===== config.mk =====
export PLATFORM = sky130hd
export DESIGN_NAME = mfr_in_stage_flat
export DESIGN_NICKNAME = d
export VERILOG_FILES = /design/src/sv/mfr_pkg.sv /design/src/sv/mfr_ifs.sv /design/src/sv/mfr_in_stage.sv /design/src/flat_wrapper.sv
export SDC_FILE = /design/constraint.sdc
export NUM_CORES = 1
export LEC_CHECK = 0
export BUFFER_PORTS_ARGS = -buffer_cell sky130_fd_sc_hd__buf_2
export CAP_MARGIN = 20
export CORE_AREA = 3 3 40 42
export CTS_BUF_LIST = sky130_fd_sc_hd__clkbuf_4 sky130_fd_sc_hd__clkbuf_8
export CTS_CLUSTER_SIZE = 10
export DETAILED_ROUTE_END_ITERATION = 8
export DIE_AREA = 0 0 43 45
export PLACE_DENSITY = 0.54
export SYNTH_ARGS = -nofsm -noshare
export SYNTH_HDL_FRONTEND = slang
export SYNTH_SLANG_ARGS = --single-unit
export TNS_END_PERCENT = 5

===== constraint.sdc =====
create_clock -name clk -period 1.4 [get_ports clk]
set_input_delay 0.14 -clock clk [delete_from_list [all_inputs] [get_ports clk]]
set_output_delay 0.14 -clock clk [all_outputs]
set_load 0.02 [all_outputs]

===== src/sv/mfr_pkg.sv =====
// Shared types, constants and helper functions for the meter frame receiver.
// Depends on nothing; every other file of the block imports it.
`timescale 1ns / 1ps

package mfr_pkg;

	// Number of address bytes in a frame (1 to 8).
	localparam int ADDRESS_BYTES = 6;
	localparam int ADDR_W        = ADDRESS_BYTES * 8;
	localparam int ADDR_IDX_W    = (ADDRESS_BYTES > 1) ? $clog2(ADDRESS_BYTES) : 1;
	localparam int METER_ADDR_W  = 48;
	localparam int ENERGY_W      = 28;
	localparam int CFG_IDX_W     = 2;
	localparam int CFG_DATA_W    = 8;

	// Frame bytes.
	localparam logic [7:0] FRAME_HEAD     = 8'h68;
	localparam logic [7:0] FRAME_TAIL     = 8'h16;
	localparam logic [7:0] WAKE_BYTE      = 8'hFE;
	localparam logic [7:0] PAYLOAD_OFFSET = 8'h33;
	localparam logic [7:0] ADDR_BYTE_MAX  = 8'hAA;
	localparam logic [7:0] CTRL_ADDR_SET  = 8'h8A;
	localparam logic [7:0] CTRL_READ_REPLY = 8'h81;
	localparam logic [15:0] REG_ID_TOTAL_ENERGY = 16'h9010;

	// Configuration register reset values.
	localparam logic [7:0] MAX_LEN_RESET       = 8'd200;
	localparam logic [2:0] TIMEOUT_LIMIT_RESET = 3'd4;

	// Configuration register indexes.
	typedef enum logic [CFG_IDX_W-1:0] {
		REG_MAX_PAYLOAD_LENGTH = 2'd0,
		REG_TIMEOUT_LIMIT      = 2'd1
	} cfg_reg_t;

	// Request opcodes; the fourth code is ignored.
	typedef enum logic [1:0] {
		OP_BYTE    = 2'd0,
		OP_TIMEOUT = 2'd1,
		OP_ARM     = 2'd2
	} opcode_t;

	typedef enum logic [1:0] {
		EV_NONE    = 2'd0,
		EV_PAYLOAD = 2'd1,
		EV_FRAME   = 2'd2,
		EV_ABORT   = 2'd3
	} event_t;

	typedef enum logic [1:0] {
		KIND_OTHER    = 2'd0,
		KIND_ADDR_SET = 2'd1,
		KIND_ENERGY   = 2'd2
	} frame_kind_t;

	// Live configuration values.
	typedef struct packed {
		logic [7:0] max_payload_length;
		logic [2:0] timeout_limit;
	} cfg_t;

	// One registered input request.
	typedef struct packed {
		logic [1:0] opcode;
		logic [7:0] rx_byte;
	} item_t;

	// One result.
	typedef struct packed {
		logic [1:0]              event_res;
		logic                    reinit_link;
		logic [7:0]              payload_byte;
		logic [7:0]              payload_index;
		logic [7:0]              control_code;
		logic [METER_ADDR_W-1:0] meter_address;
		logic [7:0]              payload_length;
		logic [1:0]              frame_kind;
		logic [ENERGY_W-1:0]     energy_hundredths;
	} result_t;

	// Contribution of one decoded energy byte. Position 0 holds the two
	// lowest BCD digits; each digit weighs ten times the one below it.
	function automatic logic [ENERGY_W-1:0] energy_term(input logic [1:0] pos,
			input logic [7:0] d);
		logic [ENERGY_W-1:0] lo;
		logic [ENERGY_W-1:0] hi;
		logic [ENERGY_W-1:0] term;
		lo = ENERGY_W'(d[3:0]);
		hi = ENERGY_W'(d[7:4]);
		case (pos)
			2'd0:    term = lo + hi * ENERGY_W'(10);
			2'd1:    term = lo * ENERGY_W'(100) + hi * ENERGY_W'(1000);
			2'd2:    term = lo * ENERGY_W'(10000) + hi * ENERGY_W'(100000);
			default: term = lo * ENERGY_W'(1000000) + hi * ENERGY_W'(10000000);
		endcase
		return term;
	endfunction

endpackage


===== src/sv/mfr_ifs.sv =====
// Handshake channel interfaces for the meter frame receiver: requests in,
// results out and configuration writes. Depends on mfr_pkg.
`timescale 1ns / 1ps

interface mfr_item_if;
	logic       valid;
	logic       ready;
	logic [1:0] opcode;
	logic [7:0] rx_byte;

	modport source (output valid, output opcode, output rx_byte, input ready);
	modport sink (input valid, input opcode, input rx_byte, output ready);
endinterface



===== src/sv/mfr_in_stage.sv =====
// Input register of the meter frame receiver: holds one request until the
// parser takes it. Depends on mfr_pkg and the mfr_item_if interface.
`timescale 1ns / 1ps

module mfr_in_stage
	import mfr_pkg::*;
(
	input  logic     clk,
	input  logic     arst_n,
	mfr_item_if.sink item,
	input  logic     take,
	output logic     valid_s1,
	output item_t    item_s1
);

	// A new request enters when the stage is empty or drains this cycle.
	assign item.ready = !valid_s1 || take;

	always_ff @(posedge clk or negedge arst_n) begin
		if (!arst_n) begin
			valid_s1 <= 1'b0;
		end else if (item.ready) begin
			valid_s1 <= item.valid;
		end
	end

	always_ff @(posedge clk) begin
		if (item.valid && item.ready) begin
			item_s1.opcode  <= item.opcode;
			item_s1.rx_byte <= item.rx_byte;
		end
	end

endmodule


===== src/flat_wrapper.sv =====
// flat-port wrapper written by rule: the top's interface ports become plain ports
module mfr_in_stage_flat import mfr_pkg::*;
  (clk, arst_n, take, valid_s1, item_s1, item_valid, item_opcode, item_rx_byte, item_ready);
  mfr_item_if item_i ();
  input  logic clk;
  input  logic arst_n;
  input  logic take;
  output logic valid_s1;
  output item_t item_s1;
  input wire logic [$bits(item_i.valid)-1:0] item_valid;
  input wire logic [$bits(item_i.opcode)-1:0] item_opcode;
  input wire logic [$bits(item_i.rx_byte)-1:0] item_rx_byte;
  output wire logic [$bits(item_i.ready)-1:0] item_ready;
  assign item_i.valid = item_valid;
  assign item_i.opcode = item_opcode;
  assign item_i.rx_byte = item_rx_byte;
  assign item_ready = item_i.ready;
  mfr_in_stage u_core (.clk(clk), .arst_n(arst_n), .item(item_i), .take(take), .valid_s1(valid_s1), .item_s1(item_s1));
endmodule

==> results of run 1 <==
-- cell type report --
cell class                 count  share of cell area (%)
clock buffer                   4                   5.581
multi-input combinational      3                   5.349
sequential                    11                   60.47
tap                           15                   3.488
timing repair buffer          26                   25.12
-- Yosys cell counts --
cell type  number  area, µm²
nand2b_4        1      13.76
dfrtp_1         1      25.02
nand2b_1        1      6.260
edfxtp_1       10      300.3
and2_4          1      8.760
-- through the flow --
| step | util, % | hold WS, ns | std cells | total power, W |
|---|---|---|---|---|
| floorplan | - | -0.1556 | 14 | 0.0004321 |
| global placement | 38.75 | -0.08488 | 54 | 0.0004681 |
| detailed placement | 38.75 | -0.08431 | 54 | 0.0004701 |
| CTS | 41.87 | 0.04013 | 59 | 0.0007031 |
| global route | 41.87 | 0.03117 | 59 | 0.0007309 |
| finish | 41.87 | 0.05437 | 59 | 0.0006866 |
-- cells in the final DEF (no fill, tap or decap) --
cell           count
dlygate4sd3_1      1
dfrtp_1            1
and2_4             1
edfxtp_1          10
buf_2             25
clkbuf_4           4
nand2b_4           1
nand2b_1           1
-- cell families after synthesis --
| group | synth area share, % |
|---|---|
| flip-flops | 91.87 |
| AND/OR/NAND/NOR | 8.128 |
-- registers in the layout, indices dropped and copies added, names as in the netlist --
| signal | cells |
|---|---|
| u_core.valid_s1 | 1 |
| u_core.item_s1 | 10 |
-- report_power, final --
group | internal, W | switching, W | leakage (nW)
combinational | 0.0000331 | 0.0000452 | 0.117
sequential | 0.000380 | 0.00000490 | 0.106
clock | 0.000129 | 0.0000941 | 0.0184
total | 0.000542 | 0.000144 | 0.242
-- what timing repair did --
action / CTS / global route
setup endpoints to repair: 0 / 0
hold buffers: 1 / 0
endpoints found under the hold margin: 1 / 0
-- routing by layer --
metal  up-vias  share of wire [%]  track usage [%]
li1        112                  -                -
met1       103                 39            8.929
met2        22                 45            11.38
met3         0                 15            5.179
met4         0                  0            7.229
met5         -                  0                0
-- worst max-delay path: cells and delay by family (launching register included) --
kind | cells | cell delay, ns
buffers and inverters | 1 | 0.16
DFF | 1 | 0.40
and+or+nand+nor | 1 | 0.08
-- worst max-delay path by stage --
| stage | slack (ns) | from | cells after the start | endpoint |
|---|---|---|---|---|
| final | 0.36 | u_core.valid_s1$_DFFE_PN0P_ | 2 | item_ready |
| after global routing | 0.29 | u_core.valid_s1$_DFFE_PN0P_ | 2 | item_ready |
| after CTS | 0.33 | u_core.valid_s1$_DFFE_PN0P_ | 2 | item_ready |
| after detailed placement | 0.40 | u_core.valid_s1$_DFFE_PN0P_ | 2 | u_core.item_s1[2]$_DFFE_PP_ |
| after global placement | 0.43 | u_core.valid_s1$_DFFE_PN0P_ | 2 | u_core.item_s1[2]$_DFFE_PP_ |
| after floorplan | 0.29 | u_core.valid_s1$_DFFE_PN0P_ | 2 | u_core.item_s1[0]$_DFFE_PP_ |
==> impl_metrics.py, run 1 <==
metrics = {
    "status": {
        "status": "completed",
    },
    "final_layout": {
        "n_antenna_cell": 0,
        "multi_input_area_um2": 28.78,
        "fin_nets": 59,
        "drive_above_1_share_pct": 70.45,
        "syn_to_final_growth_pct": 51.94,
        "fill_cells": 127,
        "seqCellArea_um2": 325.3,
        "fin_area_um2": 538.0,
    },
    "route": {
        "num_vias": 237,
        "ant_nets": 0,
        "routed_wirelength_um": 648,
        "drc": 0,
        "drtPass1Iterations": 4,
        "wl_per_cell_um": 10.98,
        "initialDrtViolationCount": 1,
        "vias_per_cell": 4.017,
    },
    "place": {
        "port_buffers": 25,
        "pre_cts_slack_ns": 0.3967,
        "gp_congestion": 0.7692,
        "dpl_cell_area_um2": 498.0,
    },
    "grt": {
        "grt_first_pass_wirelength_mm": 1.041,
        "grt_overflow": 0,
        "grt_max_degree": 11,
        "grt_pass1_vias": 233,
        "grt_usage_pct": 8.319,
        "grt_antenna_before_repair": 0,
    },
    "setup_path": {
        "critical_path_peak_fanout": 3,
        "slowest_delay_ns": 0.40,
        "cp_slowest_cell": "dfrtp_1",
        "arrival_ns": 0.90,
        "critPathKind": "flip-flop to output port",
        "cp.required_ns": 1.26,
        "rr_startpoint": "u_core.valid_s1$_DFFE_PN0P_",
        "cp-start-kind": "flip-flop",
        "reg2reg_to": "u_core.item_s1[2]$_DFFE_PP_",
        "rrSetupSlack_ns": 0.40,
        "path_cells": "nand2b_4 > buf_2",
        "rr_worst_depth": 2,
        "cp-end-kind": "output port",
    },
    "sta": {
        "min_period_ns": 1.044,
        "worst_slack_ns": 0.3559,
        "timing.slew.headroom_pct": 90.77,
        "setup_viol": 0,
        "rsz0062_at_grt": "no",
        "clock.fmax_mhz": 957.8,
        "tightest_slew_ns": 0.1384,
        "tns_ns": 0,
        "hold_viol_final": 0,
        "timing.final.crit_share_pct": 74.58,
        "slew_viol_final": 0,
        "finClkSkew_ns": 0.002680,
    },
    "clock_tree": {
        "clock-sinks": 11,
        "root_buffer": "clkbuf_4",
        "clkTransAtPathRegs_ns": 0.06,
        "clock_path_buffers": 2,
        "ctsResizeCount": 0,
        "htree_levels": 1,
        "clk_latency_ns": 0.26,
        "post_cts_buffers": 0,
        "cts_tree": "yes",
        "cts_made_buffers": 3,
    },
    "floorplan": {
        "die_w_um": 43,
        "start_util_pct": 27.56,
        "die-height_um": 45,
        "ios": 26,
        "row_count": 13,
        "coreArea_um2": 1285,
        "die-area_um2": 1935,
    },
    "pwr": {
        "ir_worst_vdd_v": 0.0005062,
        "power_leakage_nw": 0.2418,
        "pwr_density_cell_nw_per_um2": 1276,
    },
    "min_path": {
        "holdPathEnd": "u_core.item_s1[8]$_DFFE_PP_",
        "min-delay-start": "item_opcode[0]",
        "hold_class": "primary input to flip-flop",
        "holdPathStages": 1,
    },
    "synth": {
        "ys_ff_latch": 11,
        "yosysSeqAreaShare_pct": 91.87,
        "yosys_warnings": 0,
        "avgSynthCellArea_um2": 25.29,
        "yosysUniqueCellTypes": 5,
        "synth_area_um2": 354.1,
        "synthesis.instances": 14,
        "syn-num-nets": 28,
    },
    "flow_run": {
        "maxCapViolations": 0,
    },
}
Note: power is estimated with default switching activity, not from simulation.
==> inputs of run 2 (changes only) <==
==> constraint.sdc (replaced) <==
create_clock -name clk -period 1 [get_ports clk]
set_input_delay 0.1 -clock clk [delete_from_list [all_inputs] [get_ports clk]]
set_output_delay 0.1 -clock clk [all_outputs]
set_load 0.02 [all_outputs]
==> impl_metrics.py, run 2 (synthesis results as in run 1) <==
metrics = {
    "clock_tree": {
        "clock-sinks": 11,
        "clock_path_buffers": 2,
        "clk_latency_ns": 0.26,
        "post_cts_buffers": 0,
        "htree_levels": 1,
        "root_buffer": "clkbuf_4",
        "cts_tree": "yes",
        "cts_made_buffers": 3,
        "clkTransAtPathRegs_ns": 0.07,
    },
    "sta": {
        "clock.fmax_mhz": 1000,
        "min_period_ns": 0.9995,
        "setup_viol": 0,
        "timing.final.crit_share_pct": 99.95,
        "timing.slew.headroom_pct": 90.72,
        "tightest_slew_ns": 0.1392,
        "hold_viol_final": 0,
        "slew_viol_final": 0,
        "rsz0062_at_grt": "yes",
        "tns_ns": 0,
        "finClkSkew_ns": 0.0007948,
    },
    "final_layout": {
        "fin_nets": 60,
        "reg_top3": "u_core.item_s1: 10 flops, u_core.valid_s1: 1 flops",
        "multi_input_area_um2": 28.78,
        "n_antenna_cell": 0,
        "largest_reg_flops": 10,
        "syn_to_final_growth_pct": 55.83,
        "fill_cells": 119,
        "final_util_pct": 42.94,
        "top_register": "u_core.item_s1",
        "drive_above_1_share_pct": 71.11,
        "seqCellArea_um2": 326.6,
        "finalNonFillerCells": 60,
        "final_cell_mix": "buf_2 (24), edfxtp_1 (10), clkbuf_4 (4)",
        "final_common_cell": "buf_2",
    },
    "floorplan": {
        "die_w_um": 43,
        "coreArea_um2": 1285,
        "start_util_pct": 27.56,
        "row_count": 13,
        "ios": 26,
        "die-area_um2": 1935,
        "die-height_um": 45,
    },
    "grt": {
        "grt_antenna_before_repair": 0,
        "grt_first_pass_wirelength_mm": 1.014,
        "grt_overflow": 0,
        "grt_usage_pct": 7.888,
        "grt_max_degree": 11,
        "grt_pass1_vias": 231,
    },
    "route": {
        "drc": 0,
        "routed_wirelength_um": 684,
        "num_vias": 236,
        "initialDrtViolationCount": 0,
        "drtPass1Iterations": 1,
        "vias_per_cell": 3.933,
        "wl_per_cell_um": 11.40,
        "ant_nets": 0,
    },
    "setup_path": {
        "critPathCapture": "u_core.item_s1[9]$_DFFE_PP_",
        "cp_num_cells": 2,
        "cp_slowest_cell": "dfrtp_2",
        "path_cells": "nand2b_4 > and2_4",
        "cp_top_family": "flip-flops",
        "cp.required_ns": 0.97,
        "cp-end-kind": "flip-flop",
        "rrSetupSlack_ns": 0.0005,
        "reg2reg_to": "u_core.item_s1[9]$_DFFE_PP_",
        "cp-startpoint": "u_core.valid_s1$_DFFE_PN0P_",
        "rr_worst_depth": 2,
        "critical_path_peak_fanout": 10,
        "cp_num_buf_inv": 0,
        "cp-start-kind": "flip-flop",
        "rr_startpoint": "u_core.valid_s1$_DFFE_PN0P_",
        "slowest_delay_ns": 0.42,
        "arrival_ns": 0.97,
        "critPathKind": "flip-flop to flip-flop",
    },
    "place": {
        "port_buffers": 25,
        "dp.cells": 54,
        "gp_congestion": 0.7003,
    },
    "pwr": {
        "power_leakage_nw": 0.2465,
        "power.total_w": 0.0009729,
        "pwr_density_cell_nw_per_um2": 1763,
        "ir_worst_vdd_v": 0.0008709,
    },
    "min_path": {
        "hold_class": "primary input to flip-flop",
    },
    "flow_run": {
        "maxCapViolations": 0,
    },
    "status": {
        "status": "completed",
    },
}
[run 2: cell count changes in the layout (fill, tap and decap cells not counted)]
cell,before,now
buf_2,25,24
buf_4,0,1
dfrtp_1,1,0
dfrtp_2,0,1
dlygate4sd3_1,1,2
[run 2: final cells by class]
cell class | instances | share of cell area (%)
clock buffers | 4 | 5.442
multi-input cells | 3 | 5.215
flip-flops and latches | 11 | 59.18
well taps | 15 | 3.401
repair buffers | 27 | 26.76
[run 2: worst reg2reg max path, cell delays in order, from the launching register on]
cell and delay [ns]:
dfrtp_2 0.42, nand2b_4 0.07, and2_4 0.22
[run 2: what timing repair did]
action	in CTS	in global routing
hold buffers	1	1
endpoints found under the setup margin	11	11
hold endpoints to repair	1	1
pin swaps	0	0
gates resized for setup	1	0
[run 2: worst min-delay path by stage]
stage	start	endpoint	slack, ns	depth (start not counted)
global route	item_rx_byte[3]	u_core.item_s1[3]$_DFFE_PP_	0.003	1
floorplan	arst_n	u_core.valid_s1$_DFFE_PN0P_	-0.20	0
CTS	item_rx_byte[1]	u_core.item_s1[1]$_DFFE_PP_	0.002	1
global placement	arst_n	u_core.valid_s1$_DFFE_PN0P_	-0.13	1
detailed placement	arst_n	u_core.valid_s1$_DFFE_PN0P_	-0.12	1
finish	item_rx_byte[6]	u_core.item_s1[6]$_DFFE_PP_	0.01	1
[run 2: per-layer routing]
metal	part of all wire [%]	track usage [%]
met5	0	0
met4	0	7.229
met3	20	3.187
met2	43	10.78
met1	37	9.415
[run 2: where the power goes]
group	leakage, nW	switching (W)	internal (W)
combinational	0.123	0.0000644	0.0000505
sequential	0.105	0.00000681	0.000532
clock	0.0184	0.000138	0.000181
total	0.246	0.000209	0.000764
[run 2: through the flow]
step,cell area (µm²),hold WS [ns],worst slack [ns]
final,551.8,0.01313,0.0004787
after global routing,551.8,0.003499,-0.03675
after CTS,541.8,0.002317,-0.008454
after detailed placement,499.2,-0.1232,0.001079
after global placement,499.2,-0.1254,0.02318
after floorplan,355.3,-0.1956,-0.07769
==> inputs of run 3 (changes only) <==
--- a/config.mk
+++ b/config.mk
@@ -7,12 +7,14 @@
 export LEC_CHECK = 0
 export BUFFER_PORTS_ARGS = -buffer_cell sky130_fd_sc_hd__buf_2
 export CAP_MARGIN = 20
-export CORE_AREA = 3 3 40 42
-export CTS_BUF_LIST = sky130_fd_sc_hd__clkbuf_4 sky130_fd_sc_hd__clkbuf_8
+export CELL_PAD_IN_SITES_DETAIL_PLACEMENT = 1
+export CELL_PAD_IN_SITES_GLOBAL_PLACEMENT = 2
+export CORE_MARGIN = 3
+export CORE_UTILIZATION = 22
+export CTS_BUF_LIST = sky130_fd_sc_hd__clkbuf_8
 export CTS_CLUSTER_SIZE = 10
 export DETAILED_ROUTE_END_ITERATION = 8
-export DIE_AREA = 0 0 43 45
-export PLACE_DENSITY = 0.54
+export PLACE_DENSITY = 0.7
 export SYNTH_ARGS = -nofsm -noshare
 export SYNTH_HDL_FRONTEND = slang
 export SYNTH_SLANG_ARGS = --single-unit
==> constraint.sdc (replaced) <==
create_clock -name clk -period 0.9 [get_ports clk]
set_input_delay 0.09 -clock clk [delete_from_list [all_inputs] [get_ports clk]]
set_output_delay 0.09 -clock clk [all_outputs]
set_load 0.02 [all_outputs]
==> impl_metrics.py, run 3 (synthesis results as in run 1) <==
metrics = {
    "status": {
        "status": "complete, but fails checks",
        "violations": "setup timing",
    },
    "sta": {
        "min_period_ns": 0.9725,
        "hold_viol_final": 0,
        "finClkSkew_ns": 0.002501,
        "worst_slack_ns": -0.07248,
        "timing.final.crit_share_pct": 108.1,
        "timing.slew.headroom_pct": 92.27,
        "clock.fmax_mhz": 1028,
        "setup_viol": 12,
        "rsz0062_at_grt": "yes",
        "slew_viol_final": 0,
        "tightest_slew_ns": 0.1167,
    },
    "clock_tree": {
        "clkTransAtPathRegs_ns": 0.05,
        "post_cts_buffers": 0,
        "clock_path_buffers": 2,
        "cts_tree": "yes",
        "root_buffer": "clkbuf_8",
        "clk_latency_ns": 0.23,
        "clock-sinks": 11,
        "htree_levels": 1,
        "cts_made_buffers": 3,
    },
    "floorplan": {
        "coreArea_um2": 1399,
        "start_util_pct": 25.31,
        "die-height_um": 46.12,
        "die_w_um": 46.12,
        "ios": 26,
        "row_count": 13,
        "die-area_um2": 2127,
    },
    "final_layout": {
        "fin_nets": 60,
        "fin_area_um2": 565.5,
        "final_cell_mix": "buf_2 (24), edfxtp_1 (10), clkbuf_8 (3)",
        "largest_reg_flops": 10,
        "final_common_cell": "buf_2",
        "reg_top3": "u_core.item_s1: 10 flops, u_core.valid_s1: 1 flops",
        "drive_above_1_share_pct": 71.11,
        "syn_to_final_growth_pct": 59.72,
        "top_register": "u_core.item_s1",
        "n_antenna_cell": 0,
    },
    "grt": {
        "grt_pass1_vias": 259,
        "grt_max_degree": 7,
        "grt_usage_pct": 8.065,
        "grt_antenna_before_repair": 0,
        "grt_overflow": 0,
        "grt_first_pass_wirelength_mm": 1.173,
    },
    "setup_path": {
        "cp-end-kind": "flip-flop",
        "critPathKind": "flip-flop to flip-flop",
        "arrival_ns": 0.92,
        "cp.required_ns": 0.84,
        "critical_path_peak_fanout": 5,
        "cp-start-kind": "flip-flop",
    },
    "place": {
        "pre_cts_slack_ns": -0.1077,
        "dpl_cell_area_um2": 499.2,
        "port_buffers": 25,
        "gp_congestion": 0.6652,
    },
    "route": {
        "drtPass1Iterations": 1,
        "ant_nets": 0,
        "initialDrtViolationCount": 0,
        "wl_per_cell_um": 13.02,
        "drc": 0,
        "routed_wirelength_um": 781,
        "vias_per_cell": 4.000,
        "num_vias": 240,
    },
    "pwr": {
        "power_leakage_nw": 0.2554,
        "ir_worst_vdd_v": 0.001122,
        "power.total_w": 0.001206,
        "pwr_density_cell_nw_per_um2": 2133,
    },
    "flow_run": {
        "maxCapViolations": 0,
    },
    "min_path": {
        "hold_class": "primary input to flip-flop",
    },
}
==> run 3: cell count changes in the layout (fill, tap and decap cells not counted), sizes merged <==
cell and change:
and2 +1, dlygate4sd3 -1, clkbuf -1, inv +1
==> run 3: repair_timing <==
| item | CTS | global route |
|---|---|---|
| hold buffers | 1 | 0 |
| hold endpoints to repair | 1 | 0 |
| gates resized for setup | 2 | 0 |
| cloned | 1 | 0 |
| setup endpoints to repair | 12 | 13 |
==> run 3: path summary, 6_finish.rpt <==
kind,from,end,slack (ns),cells after the start
min in group asynchronous,arst_n,u_core.valid_s1$_DFFE_PN0P_,0.16,2
max in group asynchronous,arst_n,u_core.valid_s1$_DFFE_PN0P_,0.65,2
setup reg to reg,u_core.valid_s1$_DFFE_PN0P_,u_core.item_s1[3]$_DFFE_PP_,-0.07,2
hold reg to reg,u_core.valid_s1$_DFFE_PN0P_,u_core.valid_s1$_DFFE_PN0P_,0.55,2
setup / recovery,u_core.valid_s1$_DFFE_PN0P_,u_core.item_s1[3]$_DFFE_PP_,-0.07,2
hold / removal,item_rx_byte[6],u_core.item_s1[6]$_DFFE_PP_,0.03,1
==> run 3: through the flow <==
stage	utilization (%)	TNS [ns]	hold slack, ns	std cells
global route	40.43	-1.130	0.03216	60
global placement	35.69	-0.7926	-0.1355	54
floorplan	-	-1.777	-0.2056	14
CTS	40.43	-0.7999	0.03015	60
detailed placement	35.69	-1.075	-0.1333	54
finish	40.43	-0.7766	0.03360	60
==> run 3: area by class of cell <==
type                       instances  area [µm²]
sequential                        11       326.6
clock inverter                     1       3.754
timing repair buffer              26       137.6
tap                               15       18.77
fill                             154       833.3
clock buffer                       3       41.29
multi-input combinational          4       37.54
==> run 3: routing by layer <==
metal  routed length, µm  global-route usage [%]  vias to the layer above
met5                   0                       0                        -
met4                   0                   1.705                        0
met3                 138                   5.078                        0
met2                 321                   12.36                       21
met1                 322                   9.535                      104
li1                    -                       -                      115
==> run 3: where the power goes <==
part           switching, W  total [W]  internal [W]
registers        0.00000825   0.000601      0.000593
clock network      0.000175   0.000474      0.000299
logic             0.0000737   0.000131     0.0000573
total              0.000257    0.00121      0.000949
==> run 3: worst max-delay path, stage by stage (launching register included) <==
cell	delay, ns
dfrtp_2	0.42
nand2b_4	0.09
and2_4	0.18
